<file path="src/hw/rtl/spco_pkg.sv">
// ----------------------------------------------------------------------------
// Scanout pixel and cursor overlay package
// Shared sizes, operation and register codes, and payload types.
// ----------------------------------------------------------------------------
package spco_pkg;

    localparam int PALETTE_ENTRIES = 256;
    localparam int CURSOR_SIZE     = 64;

    localparam int PAL_AW   = (PALETTE_ENTRIES > 1) ? $clog2(PALETTE_ENTRIES) : 1;
    localparam int CUR_AW   = $clog2(CURSOR_SIZE);
    localparam int ROW_BITS = 64;
    localparam int COLOR_W  = 24;
    localparam int SKIP_W   = 6;
    localparam int ORIGIN_W = 16;
    localparam int COORD_W  = 11;
    localparam int COL_SEL_W = $clog2(ROW_BITS);

    // Item operation codes; the fourth code is ignored.
    localparam logic [1:0] OP_PIXEL   = 2'd0;
    localparam logic [1:0] OP_PALETTE = 2'd1;
    localparam logic [1:0] OP_CURSOR  = 2'd2;

    typedef enum logic [2:0] {
        REG_PIXEL_FORMAT      = 3'd0,
        REG_CURSOR_ENABLE     = 3'd1,
        REG_CURSOR_X          = 3'd2,
        REG_CURSOR_Y          = 3'd3,
        REG_CURSOR_SKIP_COLS  = 3'd4,
        REG_CURSOR_SKIP_ROWS  = 3'd5,
        REG_CURSOR_COLOR_ZERO = 3'd6,
        REG_CURSOR_COLOR_ONE  = 3'd7
    } cfg_reg_t;

    typedef struct packed {
        logic [1:0]          op;
        logic [COORD_W-1:0]  pixel_x;
        logic [COORD_W-1:0]  pixel_y;
        logic [31:0]         pixel_word;
        logic                pixel_in_memory;
        logic [7:0]          table_index;
        logic [COLOR_W-1:0]  palette_color;
        logic [ROW_BITS-1:0] cursor_and_row;
        logic [ROW_BITS-1:0] cursor_xor_row;
        logic                cursor_row_valid;
    } item_t;

    typedef struct packed {
        logic [7:0] red;
        logic [7:0] green;
        logic [7:0] blue;
    } result_t;

    typedef struct packed {
        logic              hit;
        logic [CUR_AW-1:0] pos;
    } cursor_pos_t;

endpackage

</file>
<file path="src/hw/rtl/spco_cursor_pos.sv">
// ----------------------------------------------------------------------------
// Cursor position
// Maps one screen coordinate to a cursor row or column, with skip clipping.
// ----------------------------------------------------------------------------
module spco_cursor_pos (
    input  logic [spco_pkg::COORD_W-1:0]  coord,
    input  logic [spco_pkg::ORIGIN_W-1:0] origin,
    input  logic [spco_pkg::SKIP_W-1:0]   skip,
    output spco_pkg::cursor_pos_t         pos
);
    import spco_pkg::*;

    localparam int DW = ORIGIN_W + 1;

    logic [DW-1:0] diff;
    logic [DW-1:0] span;
    logic [DW-1:0] sum;
    logic          skip_ok;

    always_comb
    begin
        // The top bit of the difference is set when the coordinate lies left of
        // (or above) the origin.
        diff    = DW'(coord) - DW'(origin);
        skip_ok = DW'(skip) < DW'(CURSOR_SIZE);
        span    = DW'(CURSOR_SIZE) - DW'(skip);
        sum     = DW'(skip) + diff;
        pos.hit = skip_ok && !diff[DW-1] && (diff < span);
        pos.pos = sum[CUR_AW-1:0];
    end

endmodule

</file>
<file path="config.mk">
export PLATFORM = sky130hd
export DESIGN_NAME = spco_cursor_pos
export DESIGN_NICKNAME = d
export VERILOG_FILES = /design/src/hw/rtl/spco_pkg.sv /design/src/hw/rtl/spco_cursor_pos.sv
export SDC_FILE = /design/constraint.sdc
export NUM_CORES = 1
export LEC_CHECK = 0
export BUFFER_PORTS_ARGS = -buffer_cell sky130_fd_sc_hd__buf_4
export CAP_MARGIN = 40
export CELL_PAD_IN_SITES_DETAIL_PLACEMENT = 1
export CELL_PAD_IN_SITES_GLOBAL_PLACEMENT = 2
export CORE_ASPECT_RATIO = 2
export CORE_MARGIN = 2
export CORE_UTILIZATION = 25
export DETAILED_ROUTE_END_ITERATION = 10
export PLACE_DENSITY = 0.83
export RECOVER_POWER = 50
export SLEW_MARGIN = 0
export SYNTH_ARGS = -nofsm -noshare
export SYNTH_HDL_FRONTEND = slang
export SYNTH_SLANG_ARGS = --single-unit
</file>
<file path="constraint.sdc">
create_clock -name vclk -period 3.9
set_clock_uncertainty 0.05 [all_clocks]
set_input_delay 0.78 -clock vclk [all_inputs]
set_output_delay 0.78 -clock vclk [all_outputs]
set_load 0.05 [all_outputs]
</file>
==> impl_table.tex, run 1 <==
\begin{tabular}{lr}
\hline
Metric & Value \\
\hline
\multicolumn{2}{l}{\textbf{Placement}} \\
\quad Placed insts & 251 \\
\quad Number of buffers inserted by port buffering & 40 \\
\quad Setup Slack @ Placement & -0.2923 ns \\
\quad GPL Wtd Cong & 0.8792 \\
\quad Estimated wirelength of the detail-placed design & 3100 um \\
\quad Area of placed instances & 1539 um2 \\
\multicolumn{2}{l}{\textbf{Synth}} \\
\quad Seq/Total Area, Yosys & 0 \\
\quad Synth cell types & 33 \\
\quad Post-Syn Instances & 141 \\
\quad Average footprint of a synthesized cell & 7.205 um2 \\
\quad Post-Synthesis Cell Area & a little over 1000 um2 \\
\quad Synth Net Count & 200 \\
\quad Yosys Warn Count & 0 \\
\multicolumn{2}{l}{\textbf{Die}} \\
\quad Die Span Y & approximately 94 um \\
\quad Die width & 49.08 um \\
\quad Number of placement rows & 32 \\
\quad Die footprint & about 4600 um2 \\
\quad Floorplan Core Area & a little under 4000 um2 \\
\quad Number of top-level pins & 40 \\
\quad Starting density of the core & 0.2616 \\
\multicolumn{2}{l}{\textbf{STA}} \\
\quad Post-layout minimum cycle time & 4.017 ns \\
\quad Slew Viols, Final & 0 \\
\quad Max Freq & 0.2490 GHz \\
\quad Worst Tran Pin Value & 0.6051 ns \\
\quad Setup repair after global routing missed its margin & yes \\
\quad Final period utilization & 1.030 \\
\quad Max transition margin & 0.5983 \\
\quad Final setup vio count & 1 \\
\quad Setup ws final & -0.1165 ns \\
\quad Worst hold margin & 1.972 ns \\
\quad Hold Violations, Final & 0 \\
\quad Final total negative setup slack & -0.1165 ns \\
\multicolumn{2}{l}{\textbf{Power and ir drop}} \\
\quad Areal power density over the cells & 252.8 nW/um2 \\
\quad Share of power burned in registers & 0 \\
\quad Share of power burned in the clock network & 0 \\
\quad Internal power & 0.1937 mW \\
\quad VDD IR max & 0.1784 mV \\
\quad Portion of total power attributed to combinational logic & 1.000 \\
\quad Switching power total & 0.2485 mW \\
\quad Switch share & 0.5620 \\
\quad Total chip power & 0.4422 mW \\
\quad Static leakage & about 0.84 nW \\
\multicolumn{2}{l}{\textbf{Cells and area}} \\
\quad Signed area change from the synthesized netlist to the final layout & 72.17\% \\
\quad Leading cell type in the layout, fill and taps excluded & sky130\_fd\_sc\_hd\_\_buf\_4 \\
\quad Layout cell share with drive strength beyond 1 & 0.4778 \\
\quad ANT cells & 0 \\
\quad Final layout net count & 264 \\
\quad Clock buffer cells & 0 \\
\quad Non-filler cells in the finished layout & 254 \\
\quad FF+latch area & 0 um2 \\
\quad Final std cell area, no fill & roughly 1700 um2 \\
\quad FF+latch count & 0 \\
\quad Commonest cells after routing, fill and taps aside & sky130\_fd\_sc\_hd\_\_buf\_4, sky130\_fd\_sc\_hd\_\_ha\_1, sky130\_fd\_sc\_hd\_\_inv\_1 \\
\quad Final standard cell utilization of the core & 0.4504 \\
\multicolumn{2}{l}{\textbf{Min path}} \\
\quad Worst-case hold path end point & pos[6] \\
\quad Cell depth of the worst hold path & 4 \\
\quad Min-delay src & origin[14] \\
\quad Worst min path class & in2out \\
\multicolumn{2}{l}{\textbf{Worst setup path}} \\
\quad Cells along the critical path & buf\_4, inv\_2, ha\_4, o21ai\_2, a31oi\_2, or2\_1, a21oi\_2, xnor2\_2, ha\_1, o211ai\_1, a21oi\_2, nor4\_2, o211ai\_1, nor4\_4, buf\_6 \\
\quad Critical setup path kind & in2out \\
\quad Cell family with the largest share of critical-path delay & compound AO/OA/AOI/OAI gates \\
\quad CP Data Required Time & 3.07 ns \\
\quad Buf/Inv on CP & 3 \\
\quad Crit end category & output port \\
\quad Cell type of the slowest stage on the worst timing path & sky130\_fd\_sc\_hd\_\_or2\_1 \\
\quad Kind of launch point of the worst setup path & input pin \\
\quad Largest stage delay on the critical path & 0.27 ns \\
\quad Endpoint arrival time on the critical path & 3.19 ns \\
\quad Critical Path Fanout Max & 2 \\
\multicolumn{2}{l}{\textbf{Routing}} \\
\quad DR DRC count & 0 \\
\quad Via count of the routed design & around 1300 \\
\quad DRT Pass-1 Iters & 4 \\
\quad Vias per std cell & 5.047 \\
\quad Wire length reported by the detailed router & 3740 um \\
\quad Antenna-violating nets left & 0 \\
\quad Routed wirelength normalized by instance count & 14.72 um \\
\quad Violation count after the first detailed-route iteration & 13 \\
\multicolumn{2}{l}{\textbf{GRT}} \\
\quad Maximum number of pins on one net before global-route repair & 8 \\
\quad Global-route wire length before repair & slightly above 6000 um \\
\quad Antenna violations before repair & 0 \\
\quad Leftover overflow at the end of global routing & 0 \\
\quad Vias in the first global route & between 1000 and 1500 \\
\quad Total routing usage reported by global routing & 0.1645 \\
\multicolumn{2}{l}{\textbf{Run}} \\
\quad Count of maximum capacitance violations & 0 \\
\multicolumn{2}{l}{\textbf{CTS}} \\
\quad \# hold bufs at CTS & 0 \\
\multicolumn{2}{l}{\textbf{Status}} \\
\quad Failing checks & setup timing \\
\quad Result of the run & finished, violations left \\
\hline
\end{tabular}
power groups by stage:
stage                     Clock, mW  Combinational (mW)  Sequential, mW
final                             0               0.442               0
after global routing              0               0.479               0
after CTS                         0               0.419               0
after detailed placement          0               0.395               0
after global placement            0               0.383               0
after floorplan                   0               0.248               0
logic make-up (layout without fill, tap and decap cells):
logic type / Yosys count / in the layout / share of synthesized area
and+or+nand+nor: 41 / 41 / 0.2094
AOI/OAI and AO/OA: 37 / 37 / 0.2451
adders and majority gates: 26 / 26 / 0.3350
buffers and inverters: 22 / 84 / 0.08128
xor gates and xnor gates: 15 / 15 / 0.1293
area by class of cell:
| cell class | instances | area, um2 |
|---|---|---|
| fillers | 502 | 2135 |
| multi-input cells | 119 | 1120 |
| repair buffers | 62 | 480.5 |
| inverters | 22 | 85.08 |
| well taps | 51 | 63.81 |
cell usage after synthesis, types with 3 or more instances:
cell type	instances	area share
sky130_fd_sc_hd__inv_1	21	0.078
sky130_fd_sc_hd__a21oi_2	3	0.026
sky130_fd_sc_hd__nor3_1	6	0.030
sky130_fd_sc_hd__a211oi_1	4	0.030
sky130_fd_sc_hd__o21ai_1	3	0.015
sky130_fd_sc_hd__o211ai_1	5	0.037
sky130_fd_sc_hd__nor2_1	11	0.041
sky130_fd_sc_hd__ha_1	24	0.30
sky130_fd_sc_hd__nand2_1	10	0.037
sky130_fd_sc_hd__o21bai_1	3	0.022
sky130_fd_sc_hd__xnor2_1	10	0.086
sky130_fd_sc_hd__nand2b_1	3	0.018
sky130_fd_sc_hd__a21oi_1	8	0.039
sky130_fd_sc_hd__xor2_1	5	0.043
metal layers:
metal / routed length, um / up-vias / track usage
li1: - / 626 / -
met1: 1157 / 596 / 0.1368
met2: 2260 / 46 / 0.3637
met3: 147 / 14 / 0.01274
met4: 175 / 0 / 0.06905
met5: 0 / - / 0
what timing repair did:
item / 4_1_cts / 5_1_grt
pin swaps: 19 / 27
setup buffers: 1 / 2
setup endpoints to repair: 2 / 2
gates resized for setup: 20 / 20
tightest hold or removal path: stages:
cell                      delay, ns
sky130_fd_sc_hd__buf_4         0.09
sky130_fd_sc_hd__xnor2_1       0.16
sky130_fd_sc_hd__nor4_4        0.06
sky130_fd_sc_hd__buf_6         0.15
how the worst max path moves through the flow:
stage | from | to | slack, ns | cells after the start
global route | origin[2] | pos[6] | -0.29 | 15
detailed placement | coord[0] | pos[6] | -0.29 | 15
CTS | coord[0] | pos[6] | -0.24 | 15
global placement | coord[0] | pos[6] | -0.20 | 15
floorplan | coord[0] | pos[6] | -0.22 | 13
finish | origin[2] | pos[6] | -0.12 | 15
(Power assumes the default switching activity.)
==> run 2, diff against run 1 <==
CORE_MARGIN = not set   (was 2)
CORE_UTILIZATION = 30   (was 25)
PLACE_DENSITY = 0.93   (was 0.83)
clock period = 5.1 ns   (was 3.9 ns; I/O delays follow)
==> run 2 against run 1 <==
Design area decreased by 23%. Via count decreased by 8.1%. Critical path type unchanged. Largest power group unchanged. Core utilization decreased by 2.7 points. The run now ends clean. Combinational power decreased by 42%. Worst hold slack improved by 0.48 ns. Routed wire length decreased by 20%. Flip-flop and latch count unchanged. Die area decreased by 21%. Critical endpoint unchanged. Sequential share of layout area unchanged.
==> impl_table.tex, run 2 (synthesis results as in run 1) <==
\begin{tabular}{lr}
\hline
Metric & Value \\
\hline
\multicolumn{2}{l}{\textbf{Status}} \\
\quad Result of the run & completed (was finished, violations left) \\
\multicolumn{2}{l}{\textbf{Cells and area}} \\
\quad Non-filler cells in the finished layout & 212 (was 254) \\
\quad FF+latch count & 0 (unchanged) \\
\quad Final layout net count & 242 (was 264) \\
\quad Commonest cells after routing, fill and taps aside & sky130\_fd\_sc\_hd\_\_buf\_4, sky130\_fd\_sc\_hd\_\_ha\_1, sky130\_fd\_sc\_hd\_\_inv\_1 (unchanged) \\
\quad Signed area change from the synthesized netlist to the final layout & 33.01\% (was 72.17\%) \\
\quad ANT cells & 0 (unchanged) \\
\quad Fill cells & 410 (was 502) \\
\quad FF+latch area & 0 um2 (unchanged) \\
\quad Clock buffer cells & 0 (unchanged) \\
\quad Leading cell type in the layout, fill and taps excluded & sky130\_fd\_sc\_hd\_\_buf\_4 (unchanged) \\
\quad Layout cell share with drive strength beyond 1 & 0.2431 (was 0.4778) \\
\multicolumn{2}{l}{\textbf{GRT}} \\
\quad Maximum number of pins on one net before global-route repair & 8 (unchanged) \\
\quad Total routing usage reported by global routing & 0.1700 (was 0.1645) \\
\quad Global-route wire length before repair & 5030 um (was 6134 um) \\
\quad Vias in the first global route & 1278 (was 1428) \\
\quad Leftover overflow at the end of global routing & 0 (unchanged) \\
\quad Antenna violations before repair & 0 (unchanged) \\
\multicolumn{2}{l}{\textbf{Routing}} \\
\quad Via count of the routed design & 1178 (was 1282) \\
\quad Wire length reported by the detailed router & 2991 um (was 3740 um) \\
\quad Antenna-violating nets left & 0 (unchanged) \\
\quad DRT Pass-1 Iters & 3 (was 4) \\
\quad Routed wirelength normalized by instance count & 14.11 um (was 14.72 um) \\
\quad Violation count after the first detailed-route iteration & 8 (was 13) \\
\quad DR WL met2 & 1935 um (was 2260 um) \\
\quad DR DRC count & 0 (unchanged) \\
\quad Vias per std cell & 5.557 (was 5.047) \\
\quad Detail Route met3 WL & 83 um (was 147 um) \\
\quad M1 WL & 894 um (was 1157 um) \\
\quad Top routing layer in use & met4 (unchanged) \\
\multicolumn{2}{l}{\textbf{STA}} \\
\quad Max transition margin & 0.6072 (was 0.5983) \\
\quad Slew Viols, Final & 0 (unchanged) \\
\quad Hold Violations, Final & 0 (unchanged) \\
\quad Max Freq & between 0.2 and 0.25 GHz \\
\quad Worst hold margin & 2.448 ns (was 1.972 ns) \\
\quad Worst Tran Pin Value & 0.5918 ns (was 0.6051 ns) \\
\quad Final period utilization & 0.9586 \\
\quad Setup repair after global routing missed its margin & no (was yes) \\
\quad Final setup vio count & 0 (was 1) \\
\quad Final total negative setup slack & 0 ns (was -0.1165 ns) \\
\quad Setup ws final & 0.2111 ns (was -0.1165 ns) \\
\quad Post-layout minimum cycle time & between 4 and 5 ns \\
\multicolumn{2}{l}{\textbf{Worst setup path}} \\
\quad Critical Path Fanout Max & 2 (unchanged) \\
\quad Kind of launch point of the worst setup path & input pin (unchanged) \\
\quad Largest stage delay on the critical path & 0.40 ns (was 0.27 ns) \\
\quad CP Data Required Time & 4.03 ns (was 3.07 ns) \\
\quad Crit end category & output port (unchanged) \\
\quad Cell type of the slowest stage on the worst timing path & sky130\_fd\_sc\_hd\_\_fa\_1 (was sky130\_fd\_sc\_hd\_\_or2\_1) \\
\quad Endpoint arrival time on the critical path & 3.82 ns (was 3.19 ns) \\
\quad Cells along the critical path & buf\_4, inv\_1, ha\_1, fa\_1, nand2b\_1, nand2\_1, a21oi\_1, xnor2\_2, ha\_1, a211oi\_1, a21oi\_2, nor4\_2, o211ai\_1, nor4\_2, buf\_4 (was buf\_4, inv\_2, ha\_4, o21ai\_2, a31oi\_2, or2\_1, a21oi\_2, xnor2\_2, ha\_1, o211ai\_1, a21oi\_2, nor4\_2, o211ai\_1, nor4\_4, buf\_6) \\
\quad Critical setup path kind & in2out (unchanged) \\
\multicolumn{2}{l}{\textbf{Die}} \\
\quad Die footprint & 3638 um2 (was 4621 um2) \\
\quad Die width & 43.15 um (was 49.08 um) \\
\quad Starting density of the core & 0.3182 (was 0.2616) \\
\quad Number of top-level pins & 40 (unchanged) \\
\quad Floorplan Core Area & 3193 um2 (was 3884 um2) \\
\quad Number of placement rows & 29 (was 32) \\
\quad Die Span Y & 84.30 um (was 94.16 um) \\
\multicolumn{2}{l}{\textbf{Placement}} \\
\quad Setup Slack @ Placement & 0.1544 ns (was -0.2923 ns) \\
\quad GPL Wtd Cong & 0.8038 (was 0.8792) \\
\quad Number of buffers inserted by port buffering & 40 (unchanged) \\
\quad Estimated wirelength of the detail-placed design & 2786 um (was 3100 um) \\
\quad Placed insts & 212 (was 251) \\
\multicolumn{2}{l}{\textbf{Power and ir drop}} \\
\quad Switching power total & 0.1609 mW (was 0.2485 mW) \\
\quad VDD IR max & 0.1639 mV (was 0.1784 mV) \\
\quad Areal power density over the cells & 190.5 nW/um2 (was 252.8 nW/um2) \\
\quad Switch share & 0.6253 (was 0.5620) \\
\quad Share of power burned in the clock network & 0 (about the same) \\
\quad Share of power burned in registers & 0 (about the same) \\
\quad Portion of total power attributed to combinational logic & 1.000 (about the same) \\
\quad Static leakage & 0.6899 nW (was 0.8417 nW) \\
\quad Internal power & 0.09642 mW (was 0.1937 mW) \\
\multicolumn{2}{l}{\textbf{Min path}} \\
\quad Worst min path class & in2out (unchanged) \\
\quad Cell depth of the worst hold path & 4 (unchanged) \\
\multicolumn{2}{l}{\textbf{Run}} \\
\quad Count of maximum capacitance violations & 0 (unchanged) \\
\multicolumn{2}{l}{\textbf{CTS}} \\
\quad \# hold bufs at CTS & 0 (unchanged) \\
\hline
\end{tabular}
run 2: changes by cell type in the layout (fill, tap and decap cells not counted), sizes merged:
cell,previous run,this run
buf,60,37
clkbuf,2,3
run 2: worst paths after layout:
| check | from | to | slack, ns |
|---|---|---|---|
| worst max-delay path | coord[0] | pos[6] | 0.21 |
| worst min-delay path | origin[14] | pos[6] | 2.45 |
run 2: layout make-up:
cell class / count / area [um2] / share of cell area
multi-input cells: 119 / 940.9 / 0.6963
repair buffers: 40 / 289.0 / 0.2139
well taps: 31 / 38.79 / 0.02870
inverters: 22 / 82.58 / 0.06111
run 2: power by group through the flow:
stage	clock (mW)	combinational [mW]	sequential, mW
5_1_grt	0	0.282	0
6_report	0	0.257	0
4_1_cts	0	0.266	0
2_1_floorplan	0	0.185	0
3_3_place_gp	0	0.258	0
3_5_place_dp	0	0.265	0
run 2: what timing repair did:
action	CTS	global route
endpoints found under the hold margin	0	0
gates resized for setup	0	1
setup endpoints to repair	0	1
buffers inserted	0	0
run 2: routing by layer:
metal	global-route usage	vias to the layer above
met2	0.3935	33
met5	0	-
met1	0.1299	557
li1	-	580
met3	0.008602	8
met4	0.03857	0
run 2: critical path, delay by kind of cell:
kind | cells | cell delay [ns]
and+or+nand+nor | 4 | 0.86
xor gates and xnor gates | 1 | 0.17
AOI/OAI and AO/OA | 4 | 0.59
buffers and inverters | 3 | 0.34
adders and majority gates | 3 | 0.84
run 2: through the flow:
step	instance area [um2]	total power, mW	utilization
floorplan	1016	0.1846	-
global route	1351	0.2821	0.4232
CTS	1355	0.2657	0.4244
global placement	1355	0.2582	0.4244
finish	1351	0.2574	0.4232
detailed placement	1355	0.2648	0.4244
==> run 3, diff against run 2 <==
ABC_AREA = 1   (was not set)
CORE_UTILIZATION = 26   (was 30)
PLACE_DENSITY = 0.86   (was 0.93)
clock period = 4.6 ns   (was 5.1 ns; I/O delays follow)
==> run 3 against run 2 <==
Synthesized cell count increased by 73%. Critical path depth increased by 3. Sequential share of layout area is the same. First-iteration DRC count grew 25%. Worst hold slack lost 0.19 ns. Non-clock buffer count unchanged. Synthesized area rose by 28%. Core utilization shrank 7.9 points. Worst setup slack better by 0.12 ns. Routed wire length up 29%. Final cell count increased by 61%. Critical path type unchanged. Flip-flop and latch count is the same.
==> impl_table.tex, run 3 <==
\begin{tabular}{lr}
\hline
Metric & Value \\
\hline
\multicolumn{2}{l}{\textbf{Power and ir drop}} \\
\quad Total chip power & 0.3217 mW (was 0.2574 mW) \\
\quad Areal power density over the cells & 193.8 nW/um2 (was 190.5 nW/um2) \\
\quad VDD IR max & 0.2006 mV (was 0.1639 mV) \\
\quad Static leakage & 1.057 nW (was 0.6899 nW) \\
\multicolumn{2}{l}{\textbf{STA}} \\
\quad Setup repair after global routing missed its margin & no (unchanged) \\
\quad Max Freq & $\sim$0.23 GHz \\
\quad Hold Violations, Final & 0 (unchanged) \\
\quad Final total negative setup slack & 0 ns (unchanged) \\
\quad Post-layout minimum cycle time & 4.270 ns \\
\quad Slew Viols, Final & 0 (unchanged) \\
\quad Setup ws final & 0.3296 ns (was 0.2111 ns) \\
\quad Max transition margin & 0.6017 (was 0.6072) \\
\quad Worst Tran Pin Value & 0.6000 ns (was 0.5918 ns) \\
\quad Final setup vio count & 0 (unchanged) \\
\quad Final period utilization & 0.9284 \\
\multicolumn{2}{l}{\textbf{Cells and area}} \\
\quad Non-filler cells in the finished layout & 341 (was 212) \\
\quad Clock buffer cells & 0 (unchanged) \\
\quad FF+latch count & 0 (unchanged) \\
\quad Commonest cells after routing, fill and taps aside & sky130\_fd\_sc\_hd\_\_nand2\_1, sky130\_fd\_sc\_hd\_\_inv\_1, sky130\_fd\_sc\_hd\_\_buf\_4 (was sky130\_fd\_sc\_hd\_\_buf\_4, sky130\_fd\_sc\_hd\_\_ha\_1, sky130\_fd\_sc\_hd\_\_inv\_1) \\
\quad Fill cells & 688 (was 410) \\
\quad ANT cells & 0 (unchanged) \\
\quad Leading cell type in the layout, fill and taps excluded & sky130\_fd\_sc\_hd\_\_nand2\_1 (was sky130\_fd\_sc\_hd\_\_buf\_4) \\
\quad FF+latch area & 0 um2 (unchanged) \\
\quad Signed area change from the synthesized netlist to the final layout & 27.72\% (was 33.01\%) \\
\quad Final layout net count & 345 (was 242) \\
\quad Layout cell share with drive strength beyond 1 & 0.1549 (was 0.2431) \\
\multicolumn{2}{l}{\textbf{Worst setup path}} \\
\quad Critical Path Fanout Max & 3 (was 2) \\
\quad Cell family with the largest share of critical-path delay & adder cells (was simple AND/OR/NAND/NOR gates) \\
\quad Cell type of the slowest stage on the worst timing path & sky130\_fd\_sc\_hd\_\_fa\_1 (unchanged) \\
\quad Endpoint arrival time on the critical path & 3.30 ns (was 3.82 ns) \\
\quad Worst Setup SP & coord[0] (unchanged) \\
\quad CP Data Required Time & 3.63 ns (was 4.03 ns) \\
\quad Critical setup path kind & in2out (unchanged) \\
\quad Kind of launch point of the worst setup path & input pin (unchanged) \\
\quad Crit end category & output port (unchanged) \\
\quad Buf/Inv on CP & 5 (was 3) \\
\quad Cells along the critical path & buf\_4, inv\_1, ha\_1, fa\_1, inv\_1, a21oi\_1, xnor2\_1, ha\_1, nand2\_1, inv\_1, nand3\_1, nand3\_1, nand2\_1, nand2\_1, nor3\_1, nand3\_1, nor2\_1, buf\_4 (was buf\_4, inv\_1, ha\_1, fa\_1, nand2b\_1, nand2\_1, a21oi\_1, xnor2\_2, ha\_1, a211oi\_1, a21oi\_2, nor4\_2, o211ai\_1, nor4\_2, buf\_4) \\
\quad Largest stage delay on the critical path & 0.40 ns (about the same) \\
\multicolumn{2}{l}{\textbf{Routing}} \\
\quad Routed wirelength normalized by instance count & 11.30 um (was 14.11 um) \\
\quad Via count of the routed design & 1505 (was 1178) \\
\quad DRT Pass-1 Iters & 3 (unchanged) \\
\quad Vias per std cell & 4.413 (was 5.557) \\
\quad DR DRC count & 0 (unchanged) \\
\quad Wire length reported by the detailed router & 3852 um (was 2991 um) \\
\quad Antenna-violating nets left & 0 (unchanged) \\
\quad Violation count after the first detailed-route iteration & 10 (was 8) \\
\multicolumn{2}{l}{\textbf{Synth}} \\
\quad Synth cell types & 17 (was 33) \\
\quad Average footprint of a synthesized cell & 5.328 um2 (was 7.205 um2) \\
\quad Most frequent cells after synthesis & sky130\_fd\_sc\_hd\_\_nand2\_1, sky130\_fd\_sc\_hd\_\_inv\_1, sky130\_fd\_sc\_hd\_\_ha\_1 (was sky130\_fd\_sc\_hd\_\_ha\_1, sky130\_fd\_sc\_hd\_\_inv\_1, sky130\_fd\_sc\_hd\_\_nor2\_1) \\
\quad Yosys Warn Count & 0 (unchanged) \\
\quad Post-Synthesis Cell Area & 1300 um2 (was 1016 um2) \\
\quad Seq/Total Area, Yosys & 0 (unchanged) \\
\quad Most frequently used cell type in the post-synthesis netlist & sky130\_fd\_sc\_hd\_\_nand2\_1 (was sky130\_fd\_sc\_hd\_\_ha\_1) \\
\quad Area share of the leading cell type in the synthesized netlist & 0.2368 (was 0.2956) \\
\quad Top area cells in the synthesized netlist & sky130\_fd\_sc\_hd\_\_nand2\_1, sky130\_fd\_sc\_hd\_\_ha\_1, sky130\_fd\_sc\_hd\_\_inv\_1, sky130\_fd\_sc\_hd\_\_nand3\_1, sky130\_fd\_sc\_hd\_\_nor2\_1 (was sky130\_fd\_sc\_hd\_\_ha\_1, sky130\_fd\_sc\_hd\_\_xnor2\_1, sky130\_fd\_sc\_hd\_\_inv\_1, sky130\_fd\_sc\_hd\_\_xor2\_1, sky130\_fd\_sc\_hd\_\_nor2\_1) \\
\quad Cell type with the largest total area after synthesis & sky130\_fd\_sc\_hd\_\_nand2\_1 (was sky130\_fd\_sc\_hd\_\_ha\_1) \\
\quad Post-Syn Instances & 244 (was 141) \\
\quad Synth Net Count & 303 (was 200) \\
\multicolumn{2}{l}{\textbf{Die}} \\
\quad Die footprint & 5304 um2 (was 3638 um2) \\
\quad Die width & 52 um (was 43.15 um) \\
\quad Number of top-level pins & 40 (unchanged) \\
\quad Die Span Y & 102 um (was 84.30 um) \\
\quad Starting density of the core & 0.2697 (was 0.3182) \\
\quad Number of placement rows & 36 (was 29) \\
\quad Floorplan Core Area & 4820 um2 (was 3193 um2) \\
\multicolumn{2}{l}{\textbf{Min path}} \\
\quad Min-delay src & skip[5] (was origin[14]) \\
\quad Worst min path class & in2out (unchanged) \\
\multicolumn{2}{l}{\textbf{Placement}} \\
\quad Setup Slack @ Placement & 0.2718 ns (was 0.1544 ns) \\
\quad Placed insts & 341 (was 212) \\
\quad Number of buffers inserted by port buffering & 40 (unchanged) \\
\quad GPL Wtd Cong & 0.7902 (was 0.8038) \\
\quad Estimated wirelength of the detail-placed design & 3636 um (was 2786 um) \\
\multicolumn{2}{l}{\textbf{GRT}} \\
\quad Total routing usage reported by global routing & 0.1587 (was 0.1700) \\
\quad Maximum number of pins on one net before global-route repair & 6 (was 8) \\
\quad Leftover overflow at the end of global routing & 0 (unchanged) \\
\quad Antenna violations before repair & 0 (unchanged) \\
\quad Global-route wire length before repair & 6451 um (was 5030 um) \\
\quad Vias in the first global route & 1527 (was 1278) \\
\multicolumn{2}{l}{\textbf{CTS}} \\
\quad \# hold bufs at CTS & 0 (unchanged) \\
\quad Gates resized, CTS repair & 0 (unchanged) \\
\quad Number of setup buffers added after CTS & 0 (unchanged) \\
\multicolumn{2}{l}{\textbf{Run}} \\
\quad Count of maximum capacitance violations & 0 (unchanged) \\
\multicolumn{2}{l}{\textbf{Status}} \\
\quad Result of the run & completed (unchanged) \\
\hline
\end{tabular}
## run 3: area by class of cell
| type | instances | area (um2) | share of cell area |
|---|---|---|---|
| multi-input cells | 185 | 1079 | 0.6496 |
| well taps | 57 | 71.32 | 0.04295 |
| inverters | 59 | 221.5 | 0.1334 |
| repair buffers | 40 | 289.0 | 0.1741 |
## run 3: report_power, final
part	total [mW]	switching [mW]	internal, mW	leakage [nW]
Sequential	0	0	0	0
Combinational	0.322	0.210	0.112	1.06
Clock	0	0	0	0
Total	0.322	0.210	0.112	1.06
## run 3: logic make-up after synthesis
group / after synthesis / synth area share
simple gates: 134 / 0.4293
xor+xnor: 14 / 0.09432
compound gates: 11 / 0.04428
buf+inv: 59 / 0.1704
fa+ha+maj: 26 / 0.2618
## run 3: metrics by stage
| stage | instance area (um2) | hold WS (ns) | utilization |
|---|---|---|---|
| floorplan | 1300 | 2.081 | - |
| global placement | 1672 | 2.214 | 0.3468 |
| detailed placement | 1672 | 2.215 | 0.3468 |
| CTS | 1672 | 2.223 | 0.3468 |
| global route | 1660 | 2.287 | 0.3445 |
| finish | 1660 | 2.259 | 0.3445 |
## run 3: worst paths after layout
| kind | end | depth (start not counted) |
|---|---|---|
| hold / removal | pos[5] | 5 |
| setup / recovery | pos[6] | 18 |
## run 3: layer usage
metal,vias up,global-route usage,wire [um]
met4,0,0.01663,48
met1,669,0.1339,1283
li1,815,-,-
met3,2,0.001488,59
met5,-,0,0
met2,19,0.3728,2460
